`src/hdl/ufaf_pkg.sv`:
```
`timescale 1ns / 1ps
`default_nettype none

package ufaf_pkg;

   // whitelist register slots present in the register map
   localparam int SLOT_CAP = 3;
   localparam logic [1:0] NO_SLOT = 2'd3;

   // frame byte counter saturates here
   localparam logic [9:0] COUNT_LIMIT = 10'h3FF;
   localparam int MIN_FRAME_BYTES = 8;

   // crc16-ccitt
   localparam logic [15:0] CRC_INIT = 16'hFFFF;
   localparam logic [15:0] CRC_POLY = 16'h1021;
   localparam logic [15:0] CRC_MSB  = 16'h8000;

   localparam logic [15:0] RATE_COUNT_MAX = 16'hFFFF;

   // depth of the queue between front and back
   localparam int QUEUE_DEPTH = 2;

   // verdict codes
   localparam logic [3:0] VERDICT_PASS         = 4'd0;
   localparam logic [3:0] VERDICT_SIZE         = 4'd1;
   localparam logic [3:0] VERDICT_MAGIC        = 4'd2;
   localparam logic [3:0] VERDICT_UNKNOWN_RATE = 4'd3;
   localparam logic [3:0] VERDICT_UNKNOWN_SRC  = 4'd4;
   localparam logic [3:0] VERDICT_KNOWN_RATE   = 4'd5;
   localparam logic [3:0] VERDICT_PAYLOAD_LONG = 4'd6;
   localparam logic [3:0] VERDICT_TRUNCATED    = 4'd7;
   localparam logic [3:0] VERDICT_CRC          = 4'd8;

   // register indexes
   localparam logic [3:0] CSR_MAGIC_WORD     = 4'd0;
   localparam logic [3:0] CSR_WHITELIST_IP_A = 4'd1;
   localparam logic [3:0] CSR_WHITELIST_IP_B = 4'd2;
   localparam logic [3:0] CSR_WHITELIST_IP_C = 4'd3;
   localparam logic [3:0] CSR_ACTIVE_SLOTS   = 4'd4;
   localparam logic [3:0] CSR_RATE_WINDOW    = 4'd5;
   localparam logic [3:0] CSR_MAX_KNOWN      = 4'd6;
   localparam logic [3:0] CSR_MAX_UNKNOWN    = 4'd7;

   typedef struct packed {
      logic [15:0]                 magic_word;
      logic [SLOT_CAP-1:0][31:0]   whitelist_ip;
      logic [1:0]                  active_slots;
      logic [15:0]                 window_len_ms;
      logic [15:0]                 max_known_per_window;
      logic [15:0]                 max_unknown_per_window;
   } cfg_type;

   // per-frame summary handed from front to back
   typedef struct packed {
      logic        size_bad;
      logic        magic_bad;
      logic [1:0]  slot;
      logic        payload_long;
      logic        truncated;
      logic        crc_bad;
      logic [15:0] payload_length;
      logic [31:0] now_ms;
   } frame_sum_type;

   typedef struct packed {
      logic [15:0] count;
      logic        restart;
   } rate_type;

   // one byte of crc16-ccitt, msb first
   function automatic logic [15:0] crc_byte(input logic [15:0] crc, input logic [7:0] b);
      logic [15:0] c;
      c = crc ^ {b, 8'h00};
      for (int k = 0; k < 8; k++) begin
         if ((c & CRC_MSB) != 16'h0000) begin
            c = (c << 1) ^ CRC_POLY;
         end else begin
            c = c << 1;
         end
      end
      return c;
   endfunction

   // window restart on expiry, then saturating count of one packet
   function automatic rate_type count_packet(input logic [15:0] count,
                                             input logic [31:0] win_begin,
                                             input logic [31:0] now,
                                             input logic [15:0] window);
      rate_type    r;
      logic [31:0] age;
      logic [15:0] base;
      age       = now - win_begin;
      r.restart = age > {16'h0000, window};
      base      = r.restart ? 16'h0000 : count;
      r.count   = (base != RATE_COUNT_MAX) ? base + 16'd1 : base;
      return r;
   endfunction

endpackage

`default_nettype wire

```
`src/hdl/ufaf_front.sv`:
```
`timescale 1ns / 1ps
`default_nettype none

module ufaf_front
   import ufaf_pkg::*;
#(
   parameter int WHITELIST_SLOTS   = 3,
   parameter int MAX_FRAME_BYTES   = 512,
   parameter int MAX_PAYLOAD_BYTES = 400
) (
   input  wire logic          clock,
   input  wire logic          reset,
   input  wire cfg_type       cfg,
   input  wire logic          byte_accept,
   input  wire logic [7:0]    data_byte,
   input  wire logic          first_byte,
   input  wire logic          last_byte,
   input  wire logic [31:0]   source_ip,
   input  wire logic [31:0]   now_ms,
   output logic               sum_valid,
   output frame_sum_type      sum
);

   logic [9:0]  byte_count_ff, byte_count_in;
   logic [15:0] crc_ff, crc_in;
   logic [15:0] frozen_ff, frozen_in;
   logic [15:0] length_ff, length_in;
   logic [15:0] trailer_ff, trailer_in;
   logic        magic_ff, magic_in;

   logic [9:0]  idx;
   logic [15:0] crc_cur, frozen_cur, length_cur, trailer_cur;
   logic        magic_cur;
   logic [16:0] pos, end_pos;
   logic [10:0] frame_len;
   logic [1:0]  nslots;
   logic [1:0]  slot_hit;

   // frame state as seen by this byte: a first mark starts from clear state
   always_comb begin
      idx         = first_byte ? 10'd0 : byte_count_ff;
      crc_cur     = first_byte ? CRC_INIT : crc_ff;
      frozen_cur  = first_byte ? 16'h0000 : frozen_ff;
      length_cur  = first_byte ? 16'h0000 : length_ff;
      trailer_cur = first_byte ? 16'h0000 : trailer_ff;
      magic_cur   = first_byte ? 1'b0 : magic_ff;
   end

   // field capture and crc update for the byte at position idx
   always_comb begin
      byte_count_in = idx;
      crc_in        = crc_cur;
      frozen_in     = frozen_cur;
      length_in     = length_cur;
      trailer_in    = trailer_cur;
      magic_in      = magic_cur;
      pos           = {7'd0, idx};
      end_pos       = 17'd5 + {1'b0, length_cur};
      if (idx != COUNT_LIMIT) begin
         if (idx == 10'd0) begin
            magic_in = data_byte == cfg.magic_word[7:0];
         end else if (idx == 10'd1) begin
            magic_in = magic_cur && (data_byte == cfg.magic_word[15:8]);
         end
         if (idx == 10'd4) begin
            length_in = {length_cur[15:8], data_byte};
         end else if (idx == 10'd5) begin
            length_in = {data_byte, length_cur[7:0]};
         end
         end_pos = 17'd5 + {1'b0, length_in};
         if (pos >= 17'd2 && pos <= end_pos) begin
            crc_in = crc_byte(crc_cur, data_byte);
            if (pos == end_pos) begin
               frozen_in = crc_in;
            end
         end else if (pos == end_pos + 17'd1) begin
            trailer_in = {trailer_cur[15:8], data_byte};
         end else if (pos == end_pos + 17'd2) begin
            trailer_in = {data_byte, trailer_cur[7:0]};
         end
         byte_count_in = idx + 10'd1;
      end
   end

   // whitelist match, first active slot wins
   always_comb begin
      nslots   = (cfg.active_slots < 2'(WHITELIST_SLOTS)) ? cfg.active_slots
                                                          : 2'(WHITELIST_SLOTS);
      slot_hit = NO_SLOT;
      for (int i = WHITELIST_SLOTS - 1; i >= 0; i--) begin
         if (2'(i) < nslots && cfg.whitelist_ip[i] == source_ip) begin
            slot_hit = 2'(i);
         end
      end
   end

   // frame summary on the last byte
   always_comb begin
      frame_len          = {1'b0, idx} + 11'd1;
      sum_valid          = byte_accept && last_byte;
      sum.size_bad       = frame_len < 11'(MIN_FRAME_BYTES) ||
                           frame_len > 11'(MAX_FRAME_BYTES);
      sum.magic_bad      = !magic_in;
      sum.slot           = slot_hit;
      sum.payload_long   = length_in > 16'(MAX_PAYLOAD_BYTES);
      sum.truncated      = {6'd0, frame_len} < 17'(MIN_FRAME_BYTES) + {1'b0, length_in};
      sum.crc_bad        = trailer_in != frozen_in;
      sum.payload_length = length_in;
      sum.now_ms         = now_ms;
   end

   // frame state registers, cleared after each frame's last byte
   always_ff @(posedge clock) begin
      if (reset || (byte_accept && last_byte)) begin
         byte_count_ff <= 10'd0;
         crc_ff        <= CRC_INIT;
         frozen_ff     <= 16'h0000;
         length_ff     <= 16'h0000;
         trailer_ff    <= 16'h0000;
         magic_ff      <= 1'b0;
      end else if (byte_accept) begin
         byte_count_ff <= byte_count_in;
         crc_ff        <= crc_in;
         frozen_ff     <= frozen_in;
         length_ff     <= length_in;
         trailer_ff    <= trailer_in;
         magic_ff      <= magic_in;
      end
   end

endmodule

`default_nettype wire

```
`src/hdl/ufaf_queue.sv`:
```
`timescale 1ns / 1ps
`default_nettype none

module ufaf_queue
   import ufaf_pkg::*;
#(
   parameter int DEPTH = 2
) (
   input  wire logic          clock,
   input  wire logic          reset,
   input  wire logic          push,
   input  wire frame_sum_type push_data,
   output logic               full,
   input  wire logic          pop,
   output frame_sum_type      pop_data,
   output logic               empty
);

   localparam int PTR_W = (DEPTH > 1) ? $clog2(DEPTH) : 1;
   localparam int CNT_W = $clog2(DEPTH + 1);

   frame_sum_type           entry_ff [DEPTH];
   logic [PTR_W-1:0]        wr_ptr_ff, rd_ptr_ff;
   logic [CNT_W-1:0]        count_ff;

   assign full     = count_ff == CNT_W'(DEPTH);
   assign empty    = count_ff == '0;
   assign pop_data = entry_ff[rd_ptr_ff];

   // entry storage
   always_ff @(posedge clock) begin
      if (push) begin
         entry_ff[wr_ptr_ff] <= push_data;
      end
   end

   // pointers and fill count
   always_ff @(posedge clock) begin
      if (reset) begin
         wr_ptr_ff <= '0;
         rd_ptr_ff <= '0;
         count_ff  <= '0;
      end else begin
         if (push) begin
            wr_ptr_ff <= (wr_ptr_ff == PTR_W'(DEPTH - 1)) ? '0 : wr_ptr_ff + 1'b1;
         end
         if (pop) begin
            rd_ptr_ff <= (rd_ptr_ff == PTR_W'(DEPTH - 1)) ? '0 : rd_ptr_ff + 1'b1;
         end
         if (push && !pop) begin
            count_ff <= count_ff + 1'b1;
         end else if (pop && !push) begin
            count_ff <= count_ff - 1'b1;
         end
      end
   end

   a_count_bound: assert property (@(posedge clock) disable iff (reset)
      count_ff <= CNT_W'(DEPTH))
      else $error("queue count beyond depth");

   a_no_overflow: assert property (@(posedge clock) disable iff (reset)
      push |-> (!full || pop))
      else $error("push into full queue");

   a_pop_only: assert property (@(posedge clock) disable iff (reset)
      (pop && !push) |=> count_ff == $past(count_ff) - 1'b1)
      else $error("queue count did not drop on pop");

endmodule

`default_nettype wire

```
`src/hdl/ufaf_back.sv`:
```
`timescale 1ns / 1ps
`default_nettype none

module ufaf_back
   import ufaf_pkg::*;
#(
   parameter int WHITELIST_SLOTS = 3
) (
   input  wire logic          clock,
   input  wire logic          reset,
   input  wire cfg_type       cfg,
   input  wire logic          sum_ready,
   input  wire frame_sum_type sum,
   output logic               sum_pop,
   output logic               rsp_empty,
   input  wire logic          rsp_pop,
   output logic [3:0]         rsp_verdict,
   output logic [1:0]         rsp_slot_index,
   output logic [15:0]        rsp_payload_length
);

   logic [15:0] slot_cnt_ff   [WHITELIST_SLOTS];
   logic [31:0] slot_begin_ff [WHITELIST_SLOTS];
   logic [15:0] stranger_cnt_ff;
   logic [31:0] stranger_begin_ff;

   logic        rsp_valid_ff;
   logic [3:0]  verdict_ff, verdict_in;
   logic [1:0]  slot_ff, slot_in;
   logic [15:0] length_ff;

   rate_type    unk_rate;
   rate_type    lane_rate [WHITELIST_SLOTS];
   logic [15:0] known_cnt;
   logic        checked, unknown, known;

   // take a summary when the output register is free or being drained
   assign sum_pop = sum_ready && (!rsp_valid_ff || rsp_pop);

   // rate windows and verdict
   always_comb begin
      unk_rate  = count_packet(stranger_cnt_ff, stranger_begin_ff, sum.now_ms,
                               cfg.window_len_ms);
      known_cnt = 16'h0000;
      for (int i = 0; i < WHITELIST_SLOTS; i++) begin
         lane_rate[i] = count_packet(slot_cnt_ff[i], slot_begin_ff[i], sum.now_ms,
                                     cfg.window_len_ms);
         if (sum.slot == 2'(i)) begin
            known_cnt = lane_rate[i].count;
         end
      end
      checked = !sum.size_bad && !sum.magic_bad;
      unknown = checked && sum.slot == NO_SLOT;
      known   = checked && sum.slot != NO_SLOT;
      slot_in = checked ? sum.slot : NO_SLOT;
      priority if (sum.size_bad) begin
         verdict_in = VERDICT_SIZE;
      end else if (sum.magic_bad) begin
         verdict_in = VERDICT_MAGIC;
      end else if (unknown) begin
         verdict_in = (unk_rate.count > cfg.max_unknown_per_window) ?
                      VERDICT_UNKNOWN_RATE : VERDICT_UNKNOWN_SRC;
      end else if (known_cnt > cfg.max_known_per_window) begin
         verdict_in = VERDICT_KNOWN_RATE;
      end else if (sum.payload_long) begin
         verdict_in = VERDICT_PAYLOAD_LONG;
      end else if (sum.truncated) begin
         verdict_in = VERDICT_TRUNCATED;
      end else if (sum.crc_bad) begin
         verdict_in = VERDICT_CRC;
      end else begin
         verdict_in = VERDICT_PASS;
      end
   end

   // rate counter state
   always_ff @(posedge clock) begin
      if (reset) begin
         stranger_cnt_ff   <= 16'h0000;
         stranger_begin_ff <= 32'h0000_0000;
         for (int i = 0; i < WHITELIST_SLOTS; i++) begin
            slot_cnt_ff[i]   <= 16'h0000;
            slot_begin_ff[i] <= 32'h0000_0000;
         end
      end else if (sum_pop) begin
         if (unknown) begin
            stranger_cnt_ff <= unk_rate.count;
            if (unk_rate.restart) begin
               stranger_begin_ff <= sum.now_ms;
            end
         end
         for (int i = 0; i < WHITELIST_SLOTS; i++) begin
            if (known && sum.slot == 2'(i)) begin
               slot_cnt_ff[i] <= lane_rate[i].count;
               if (lane_rate[i].restart) begin
                  slot_begin_ff[i] <= sum.now_ms;
               end
            end
         end
      end
   end

   // output register
   always_ff @(posedge clock) begin
      if (reset) begin
         rsp_valid_ff <= 1'b0;
      end else if (sum_pop) begin
         rsp_valid_ff <= 1'b1;
      end else if (rsp_pop) begin
         rsp_valid_ff <= 1'b0;
      end
   end

   always_ff @(posedge clock) begin
      if (sum_pop) begin
         verdict_ff <= verdict_in;
         slot_ff    <= slot_in;
         length_ff  <= sum.payload_length;
      end
   end

   assign rsp_empty          = !rsp_valid_ff;
   assign rsp_verdict        = verdict_ff;
   assign rsp_slot_index     = slot_ff;
   assign rsp_payload_length = length_ff;

   a_slot_on_early_verdict: assert property (@(posedge clock) disable iff (reset)
      (rsp_valid_ff && (verdict_ff == VERDICT_SIZE || verdict_ff == VERDICT_MAGIC ||
                        verdict_ff == VERDICT_UNKNOWN_RATE ||
                        verdict_ff == VERDICT_UNKNOWN_SRC)) |-> slot_ff == NO_SLOT)
      else $error("slot reported on a verdict without a whitelist match");

   a_pop_fills_output: assert property (@(posedge clock) disable iff (reset)
      sum_pop |=> rsp_valid_ff)
      else $error("taken summary did not reach the output register");

   a_stranger_counted: assert property (@(posedge clock) disable iff (reset)
      (sum_pop && unknown) |=> stranger_cnt_ff != 16'h0000)
      else $error("unknown source packet not counted");

endmodule

`default_nettype wire

```
`src/hdl/udp_frame_admission_filter.sv`:
```
`timescale 1ns / 1ps
`default_nettype none

// Datagram admission filter.
// Request side is a queue: push one datagram byte with req_push while req_full is low,
// req_first_byte / req_last_byte mark frame edges; source ip and ms time are taken
// with the last byte. One byte can be taken every cycle while req_full is low, frames may follow each other
// without gaps; req_full rises only while the two-entry summary queue is full.
// Response side is a queue: while rsp_empty is low, rsp_verdict, rsp_slot_index and
// rsp_payload_length hold the oldest verdict; rsp_pop takes it.
// A verdict reaches the response ports through the summary queue and the output register
// (the byte stage writes the summary queue directly, the rate and verdict stage then
// loads its output register); one verdict per cycle can leave while rsp_pop is high.
// A stalled receiver first fills the output register, then the summary queue, and
// only then raises req_full.
// Registers are written through csr_valid / csr_index / csr_data; csr_ready is
// always high. Reset clears frame state, the rate windows and both queues, and
// loads the register defaults; the block takes bytes from the first cycle after.
module udp_frame_admission_filter
   import ufaf_pkg::*;
#(
   parameter int WHITELIST_SLOTS   = 3,
   parameter int MAX_FRAME_BYTES   = 512,
   parameter int MAX_PAYLOAD_BYTES = 400
) (
   input  wire logic          clock,
   input  wire logic          reset,
   input  wire logic          req_push,
   output logic               req_full,
   input  wire logic [7:0]    req_data_byte,
   input  wire logic          req_first_byte,
   input  wire logic          req_last_byte,
   input  wire logic [31:0]   req_source_ip,
   input  wire logic [31:0]   req_now_ms,
   output logic               rsp_empty,
   input  wire logic          rsp_pop,
   output logic [3:0]         rsp_verdict,
   output logic [1:0]         rsp_slot_index,
   output logic [15:0]        rsp_payload_length,
   input  wire logic          csr_valid,
   output logic               csr_ready,
   input  wire logic [3:0]    csr_index,
   input  wire logic [31:0]   csr_data
);

   cfg_type        cfg_ff;
   frame_sum_type  front_sum, queue_sum;
   logic           front_valid;
   logic           byte_accept;
   logic           queue_empty, queue_pop;

   assign csr_ready   = 1'b1;
   assign byte_accept = req_push && !req_full;

   // configuration registers
   always_ff @(posedge clock) begin
      if (reset) begin
         cfg_ff.magic_word             <= 16'h0000;
         cfg_ff.whitelist_ip[0]        <= 32'd3232236554;
         cfg_ff.whitelist_ip[1]        <= 32'd3232236555;
         cfg_ff.whitelist_ip[2]        <= 32'd3232236556;
         cfg_ff.active_slots           <= 2'd3;
         cfg_ff.window_len_ms          <= 16'd1000;
         cfg_ff.max_known_per_window   <= 16'd100;
         cfg_ff.max_unknown_per_window <= 16'd10;
      end else if (csr_valid && csr_ready) begin
         unique case (csr_index)
            CSR_MAGIC_WORD:     cfg_ff.magic_word             <= csr_data[15:0];
            CSR_WHITELIST_IP_A: cfg_ff.whitelist_ip[0]        <= csr_data;
            CSR_WHITELIST_IP_B: cfg_ff.whitelist_ip[1]        <= csr_data;
            CSR_WHITELIST_IP_C: cfg_ff.whitelist_ip[2]        <= csr_data;
            CSR_ACTIVE_SLOTS:   cfg_ff.active_slots           <= csr_data[1:0];
            CSR_RATE_WINDOW:    cfg_ff.window_len_ms          <= csr_data[15:0];
            CSR_MAX_KNOWN:      cfg_ff.max_known_per_window   <= csr_data[15:0];
            CSR_MAX_UNKNOWN:    cfg_ff.max_unknown_per_window <= csr_data[15:0];
            default: begin
            end
         endcase
      end
   end

   // byte stage: capture, crc, frame summary
   ufaf_front #(
      .WHITELIST_SLOTS   (WHITELIST_SLOTS),
      .MAX_FRAME_BYTES   (MAX_FRAME_BYTES),
      .MAX_PAYLOAD_BYTES (MAX_PAYLOAD_BYTES)
   ) u_front (
      .clock       (clock),
      .reset       (reset),
      .cfg         (cfg_ff),
      .byte_accept (byte_accept),
      .data_byte   (req_data_byte),
      .first_byte  (req_first_byte),
      .last_byte   (req_last_byte),
      .source_ip   (req_source_ip),
      .now_ms      (req_now_ms),
      .sum_valid   (front_valid),
      .sum         (front_sum)
   );

   // summary queue between the stages
   ufaf_queue #(
      .DEPTH (QUEUE_DEPTH)
   ) u_queue (
      .clock     (clock),
      .reset     (reset),
      .push      (front_valid),
      .push_data (front_sum),
      .full      (req_full),
      .pop       (queue_pop),
      .pop_data  (queue_sum),
      .empty     (queue_empty)
   );

   // rate windows, verdict and output register
   ufaf_back #(
      .WHITELIST_SLOTS (WHITELIST_SLOTS)
   ) u_back (
      .clock              (clock),
      .reset              (reset),
      .cfg                (cfg_ff),
      .sum_ready          (!queue_empty),
      .sum                (queue_sum),
      .sum_pop            (queue_pop),
      .rsp_empty          (rsp_empty),
      .rsp_pop            (rsp_pop),
      .rsp_verdict        (rsp_verdict),
      .rsp_slot_index     (rsp_slot_index),
      .rsp_payload_length (rsp_payload_length)
   );

endmodule

`default_nettype wire
```
`config.mk`:
```
export PLATFORM = sky130hd
export DESIGN_NAME = udp_frame_admission_filter
export DESIGN_NICKNAME = d
export VERILOG_FILES = /design/src/hdl/ufaf_pkg.sv /design/src/hdl/ufaf_front.sv /design/src/hdl/ufaf_queue.sv /design/src/hdl/ufaf_back.sv /design/src/hdl/udp_frame_admission_filter.sv
export SDC_FILE = /design/constraint.sdc
export NUM_CORES = 2
export LEC_CHECK = 0
export ABC_AREA = 1
export ABC_CLOCK_PERIOD_IN_PS = 7300
export BUFFER_PORTS_ARGS = -buffer_cell sky130_fd_sc_hd__clkbuf_2
export CAP_MARGIN = 15
export CORE_MARGIN = 2
export CORE_UTILIZATION = 35
export CTS_CLUSTER_DIAMETER = 50
export DETAILED_ROUTE_END_ITERATION = 8
export GPL_TIMING_DRIVEN = 0
export SYNTH_ARGS = -nofsm -noshare
export SYNTH_HDL_FRONTEND = slang
export SYNTH_SLANG_ARGS = --single-unit
```
`constraint.sdc`:
```
create_clock -name clock -period 7.3 [get_ports clock]
set_input_delay 0.73 -clock clock [delete_from_list [all_inputs] [get_ports clock]]
set_output_delay 0.73 -clock clock [all_outputs]
set_load 0.05 [all_outputs]
```
* After elaboration in Yosys (flattened, before gate mapping)
Memory sizes are Yosys's and may differ from the RTL's. A register that Yosys moved wholly into a read port is not among the register bits.
Index checks and enable logic that the tools add are counted.
** Word-level totals
- RAM bits :: 254
- Word-level logic and storage cells :: 261
- Input bits :: 115
- Memories kept :: 3
- Register bits :: 312
- Output and inout port bits :: 25
** Memories
- u_queue.entry_ff :: words 2, bits a word 55, read ports 1, clocked after memory_dff 1, wr ports 1, line ufaf_queue.sv:22 : frame_sum_type entry_ff [DEPTH];
- u_back.slot_begin_ff :: words 3, bits a word 32, read ports 3, clocked after memory_dff 0, wr ports 3, line ufaf_back.sv:23 : logic [31:0] slot_begin_ff [WHITELIST_SLOTS];
- u_back.slot_cnt_ff :: words 3, bits a word 16, read ports 3, clocked after memory_dff 0, wr ports 3, line ufaf_back.sv:22 : logic [15:0] slot_cnt_ff [WHITELIST_SLOTS];
** Cells by class
- Order comparisons :: 16
- Bitwise gates (word level) :: 15
- Reductions and logical operators :: 44
- Add/sub/neg operators :: 18
- Equal/unequal tests :: 29
- Mux-type cells :: 112
** Operators with widths (number)
- 16-bit 2-to-1 mux :: 45
- 32-bit by 16-bit > comparator with 1-bit output :: 4
- 32-bit subtractor :: 4
- 13-bit 2-to-1 mux :: 8
- 32-bit equality test :: 3
- 32-bit 2-to-1 mux :: 3
- 16-bit by 1-bit adder with 16-bit output (second input constant) :: 4
- 16-bit != test (second input constant) :: 4
- 10-bit by 17-bit equality test with 1-bit output :: 3
- 1-bit 2-to-1 mux :: 42
- 16-bit > comparator :: 2
- 3-bit NOT :: 8
- 10-bit by 3-bit equality test with 1-bit output (second input constant) :: 2
- 10-bit 2-to-1 mux :: 2
- 4-bit 2-to-1 mux :: 5
- 2-bit AND reduction :: 9
- 17-bit by 1-bit adder with 17-bit output (second input constant) :: 1
- 17-bit by 2-bit adder with 17-bit output (second input constant) :: 1
- 3-bit by 16-bit adder with 17-bit output (first input constant) :: 1
- 4-bit by 16-bit adder with 17-bit output (first input constant) :: 1
- 10-bit by 17-bit less-or-equal comparator with 1-bit output :: 1
- 11-bit by 17-bit < comparator with 1-bit output :: 1
- 4-bit by 3-bit equality test with 1-bit output (second input constant) :: 4
- 8-bit equality test :: 2
- other kinds (33) :: 74

* Logic depth before layout (Yosys ltp)
- Depth in word-level cells :: 40
- Gate-level depth with buffers :: 54
- Gate-level depth less buffers :: 52

* Hierarchy
A second synthesis with hierarchy kept.
** Unflattened totals
- Cells, all modules :: 6524
- Area total of the unflattened synthesis :: 44149.8 sq um
** Modules (own cells, without submodules)
- ufaf_back :: cells an instance 3841, area each 23953.0 sq um, instances 1, seq. area each 5965.7 sq um
- ufaf_front :: cells an instance 1551, area each 9354.0 sq um, instances 1, seq. area each 1501.4 sq um
- udp_frame_admission_filter :: cells an instance 928, area each 6394.9 sq um, instances 1, seq. area each 3243.1 sq um
- ufaf_queue :: cells an instance 204, area each 4448.0 sq um, instances 1, seq. area each 3403.3 sq um

* Worst setup path after synthesis
No wires, ideal clock.
- Path kind :: register to register
- Start point :: register (tool-made name)
- End point :: register u_back.verdict_ff[0], in the netlist u_back.rsp_verdict[0], data pin
- Data required time :: 7040 ps
- Arrival time :: 7432 ps
- Cell stages (with the launch flop) :: 50
- Library setup time :: 260 ps
- Path slack :: -392 ps
- Cells stage by stage :: dfxtp_1 clkbuf_1 buf_1 o21ai_0 inv_1 ha_1 nand3_1 nand2_1 a21boi_0 inv_1 nand2_1 nand2_1 nand2_1 nand2_1 xor2_1 ha_1 nand4_1 nor4_1 [14 not listed] nand2_1 nor2_1 nand3_1 o21ai_0 nand2_1 nand3_1 nor2_1 ha_1 nand4_1 nor2_1 or3_1 a21oi_1 o21ai_0 a211oi_1 a21o_1 o211ai_1 nand3_1 nand2_1
** RTL lines
- end signal, assigned :: line ufaf_back.sv:116 : verdict_ff <= verdict_in;
- end, declared :: line ufaf_back.sv:28 : logic [3:0] verdict_ff, verdict_in;

==> results_dict.tcl <==
set metrics [dict create \
    status "finished, violations left" \
    violations "setup timing" \
    synth_seq_area_share_pct 34.7 \
    synthToLayoutAreaGrowth_pct 20.3 \
    skew_ps 37.3 \
    cp_max_fo 10 \
    grt_overflow_total 0 \
    dr.pass1.iters 6 \
    synth_top_area_share_pct 20.4 \
    crit_path_end_kind "flip-flop" \
    drc_errors 0 \
    synth_fp_nets 6250 \
    hold_violations 0 \
    hpwl_um 115000 \
    seqPwrFrac_pct 24.6 \
    ys_warn_count 0 \
    vdd_drop_max_mv 0.244 \
    netlist_area_mm2 0.0406 \
    antenna_found_initial 7 \
    worstSetupPathType "reg -> reg" \
    p_sw_w 0.00660 \
    power_switching_share_pct 43.6 \
    cts_inserted_buffers 82 \
    final_antenna_net_count 0 \
    via_per_inst 5.22 \
    syn_area_per_cell_um2 6.92 \
    routed_wl_um 149000 \
    fin_crit_ps 7890 \
    setup_tns_ps -2210 \
    initial_utilization_pct 35.1 \
    vias 40800 \
    grt_pass1_wl_um 226000 \
    fmax_mhz 127 \
    post-route-period-util_pct 108 \
    core_mm2 0.116 \
    ys_types 70 \
    cp.arrival_ps 8300 \
    drtIter0Drc 3360 \
    cp_common_cell "nand2_2" \
    cts_tree "done" \
    path_clk_slew_ps 60 \
    io-pin-count 140 \
    clockRootBuffer "clkbuf_16" \
    worst_pin_slew_ps 1100 \
    cpMaxStageDelayCell "dfxtp_4" \
    async_reset_ff_share_pct 0 \
    rsz0062_at_grt "true" \
    ys_seq_elements 567 \
    globalplace.congestion 0.968 \
    clock_path_buffers 3 \
    slew_headroom_pct 26.3 \
    clkLatencyLatePin_ps 670 \
    holdWs_ps 248 \
    startpoint_type "flip-flop" \
    drv_slew 0 \
    final_util_pct 42.2 \
    power.leakage_nw 21.6 \
    die_h_um 345 \
    final_nets 6581 \
    hold_path_class "in -> reg" \
    drv_cap 0 \
    internal-power_w 0.00853 \
    die_w_um 345 \
    comb_power_share_pct 48.3 \
    placed_cell_area_mm2 0.0434 \
    synthCells 5876 \
    worst_slack_ps -589 \
    synth_area_leaders "edfxtp_1 20%, dfxtp_1 14%, nand2_1 13%" \
    yosys.area.top_type "edfxtp_1" \
    p_clk_share_pct 27.1 \
    port_buffers 131 \
    dieArea_mm2 0.119 \
    track_usage_pct 24.6 \
    final_layout_size_suffix_gt1_share_pct 12.6 \
    final-setup-viol-count 4 \
    crit_required_ps 7710 \
    power_density_mw_per_mm2 310 \
    grt_max_degree 33 \
    rows 125 \
    fin_area_mm2 0.0489 \
    synth_edf_count 276 \
    grt_pass1_vias 38700 \
    htreeDepth 3 \
    cts.sinks 567 \
    wire_per_inst_um 19.1 \
    critPathMaxStageDelay_ps 360 \
    post-place-ws_ps -3670 \
    ys.flop_type "dfxtp_1" \
]
cells by family after synthesis:
| kind of cell | count (synthesis) | synth area share (%) |
|---|---|---|
| muxes | 4 | 0.0985 |
| adders and majority gates | 259 | 8.05 |
| buffers and inverters | 1045 | 9.80 |
| and+or+nand+nor | 2831 | 29.8 |
| other | 1 | 0.00923 |
| AOI/OAI and AO/OA | 980 | 13.5 |
| xor gates and xnor gates | 189 | 4.07 |
| DFF | 567 | 34.7 |
layout by cell type, fill, tap and decap left out, drive strengths merged, types with 6 or more instances in the layout:
cell,n
nor2,697
bufinv,7
o21ai,357
a21oi,403
a21boi,14
o22ai,31
nand3b,25
nor3,101
a21o,22
clkbuf,351
nand3,353
xnor2,58
ha,255
dfxtp,291
o21bai,28
or2,31
nand4,153
clkinv,25
a221oi,10
a22o,6
buf,148
edfxtp,276
o211ai,58
xor2,131
a211oi,8
nor4,26
inv,905
clkinvlp,7
a31oi,11
nand2,1425
through the flow:
stage               total power [W]  cells
detailed placement           0.0101   7539
global route                 0.0161   7800
CTS                          0.0148   7773
floorplan                   0.00822   5876
finish                       0.0151   7803
global placement             0.0101   7531
registers in the layout, indices dropped and copies added (netlist names), named ones only:
| signal | count |
|---|---|
| u_queue.wr_ptr_ff | 1 |
| u_back.slot_begin_ff | 96 |
| u_front.magic_ff | 1 |
| u_back.stranger_cnt_ff | 16 |
| u_back.rsp_slot_index | 2 |
| u_front.trailer_ff | 16 |
| u_queue.entry_ff | 110 |
| cfg_ff | 162 |
| u_queue.count_ff | 2 |
| u_back.rsp_valid_ff | 1 |
| u_front.frozen_ff | 16 |
| u_front.crc_ff | 16 |
| u_queue.rd_ptr_ff | 1 |
| u_front.byte_count_ff | 10 |
| u_back.rsp_payload_length | 16 |
| u_back.rsp_verdict | 4 |
| u_back.stranger_begin_ff | 32 |
| u_front.length_ff | 16 |
| u_back.slot_cnt_ff | 48 |
power groups by stage:
stage          clock network (W)  logic [W]  registers, W
5_1_grt                  0.00429    0.00806       0.00374
6_report                 0.00410    0.00731       0.00372
2_1_floorplan                  0    0.00430       0.00392
4_1_cts                  0.00416    0.00694       0.00372
3_5_place_dp                   0    0.00634       0.00378
3_3_place_gp                   0    0.00626       0.00379
final timing paths:
kind,startpoint,slack (ps),cells after the start,to
worst max-delay path,flip-flop,-590,51,u_back.rsp_verdict[2]
worst min-delay path,req_now_ms[1],250,1,u_queue.entry_ff[1][1]
worst max register to register,flip-flop,-590,51,u_back.rsp_verdict[2]
worst min register to register,u_back.stranger_begin_ff[22],460,2,u_back.stranger_begin_ff[22]
layer usage:
metal | part of all wire [%] | global-route usage (%) | vias to the layer above
met5 | 0.026 | 0 | -
met4 | 3.8 | 9.70 | 6
met3 | 6.3 | 3.57 | 296
met2 | 47 | 41.2 | 1284
met1 | 43 | 31.8 | 19100
li1 | - | - | 20100
repair_timing:
item	in CTS	in global routing
endpoints found under the setup margin	227	6
endpoints found under the hold margin	0	0
hold buffers	0	0
setup buffers	83	28
pin swaps	85	95
gates cloned	0	0
resized for setup	266	134
cell type report:
| class | instances | area [um^2] |
|---|---|---|
| multi-input combinational | 4264 | 24100 |
| antenna | 5 | 12.5 |
| clock inverter | 52 | 649 |
| buffer | 152 | 856 |
| timing repair buffer | 248 | 1710 |
| sequential | 567 | 14100 |
| inverter | 892 | 3360 |
| tap | 1524 | 1910 |
| clock buffer | 99 | 2180 |
| fill | 12000 | 66900 |
worst max-delay path: cells and delay by family (launching register included):
kind / cells / cell delay, ps
adders and majority gates: 5 / 1210
DFF: 1 / 360
buffers and inverters: 10 / 1360
AOI/OAI and AO/OA: 5 / 1060
xor gates and xnor gates: 1 / 160
and+or+nand+nor: 30 / 3390
cells in the mapped netlist (5+ instances only):
cell type / count
a21o_1: 22
o21bai_1: 28
o21ai_0: 341
inv_1: 865
xor2_1: 131
nor4_1: 26
nand2_2: 30
o21ai_1: 15
a31oi_1: 11
o221ai_1: 5
clkbuf_1: 124
a22o_1: 6
o211ai_1: 58
xnor2_1: 58
a221oi_1: 10
nand2_1: 1395
edfxtp_1: 276
nand3b_1: 24
nand4_1: 151
buf_1: 7
and3_1: 5
nor2_1: 673
nand3_1: 349
inv_2: 23
a21oi_1: 402
buf_2: 14
ha_1: 255
dfxtp_1: 291
a211oi_1: 8
nor2_2: 16
or2_2: 30
o22ai_1: 31
nor2_4: 8
nor3_1: 100
a21boi_0: 13
Note: power is estimated with default switching activity, not from simulation.
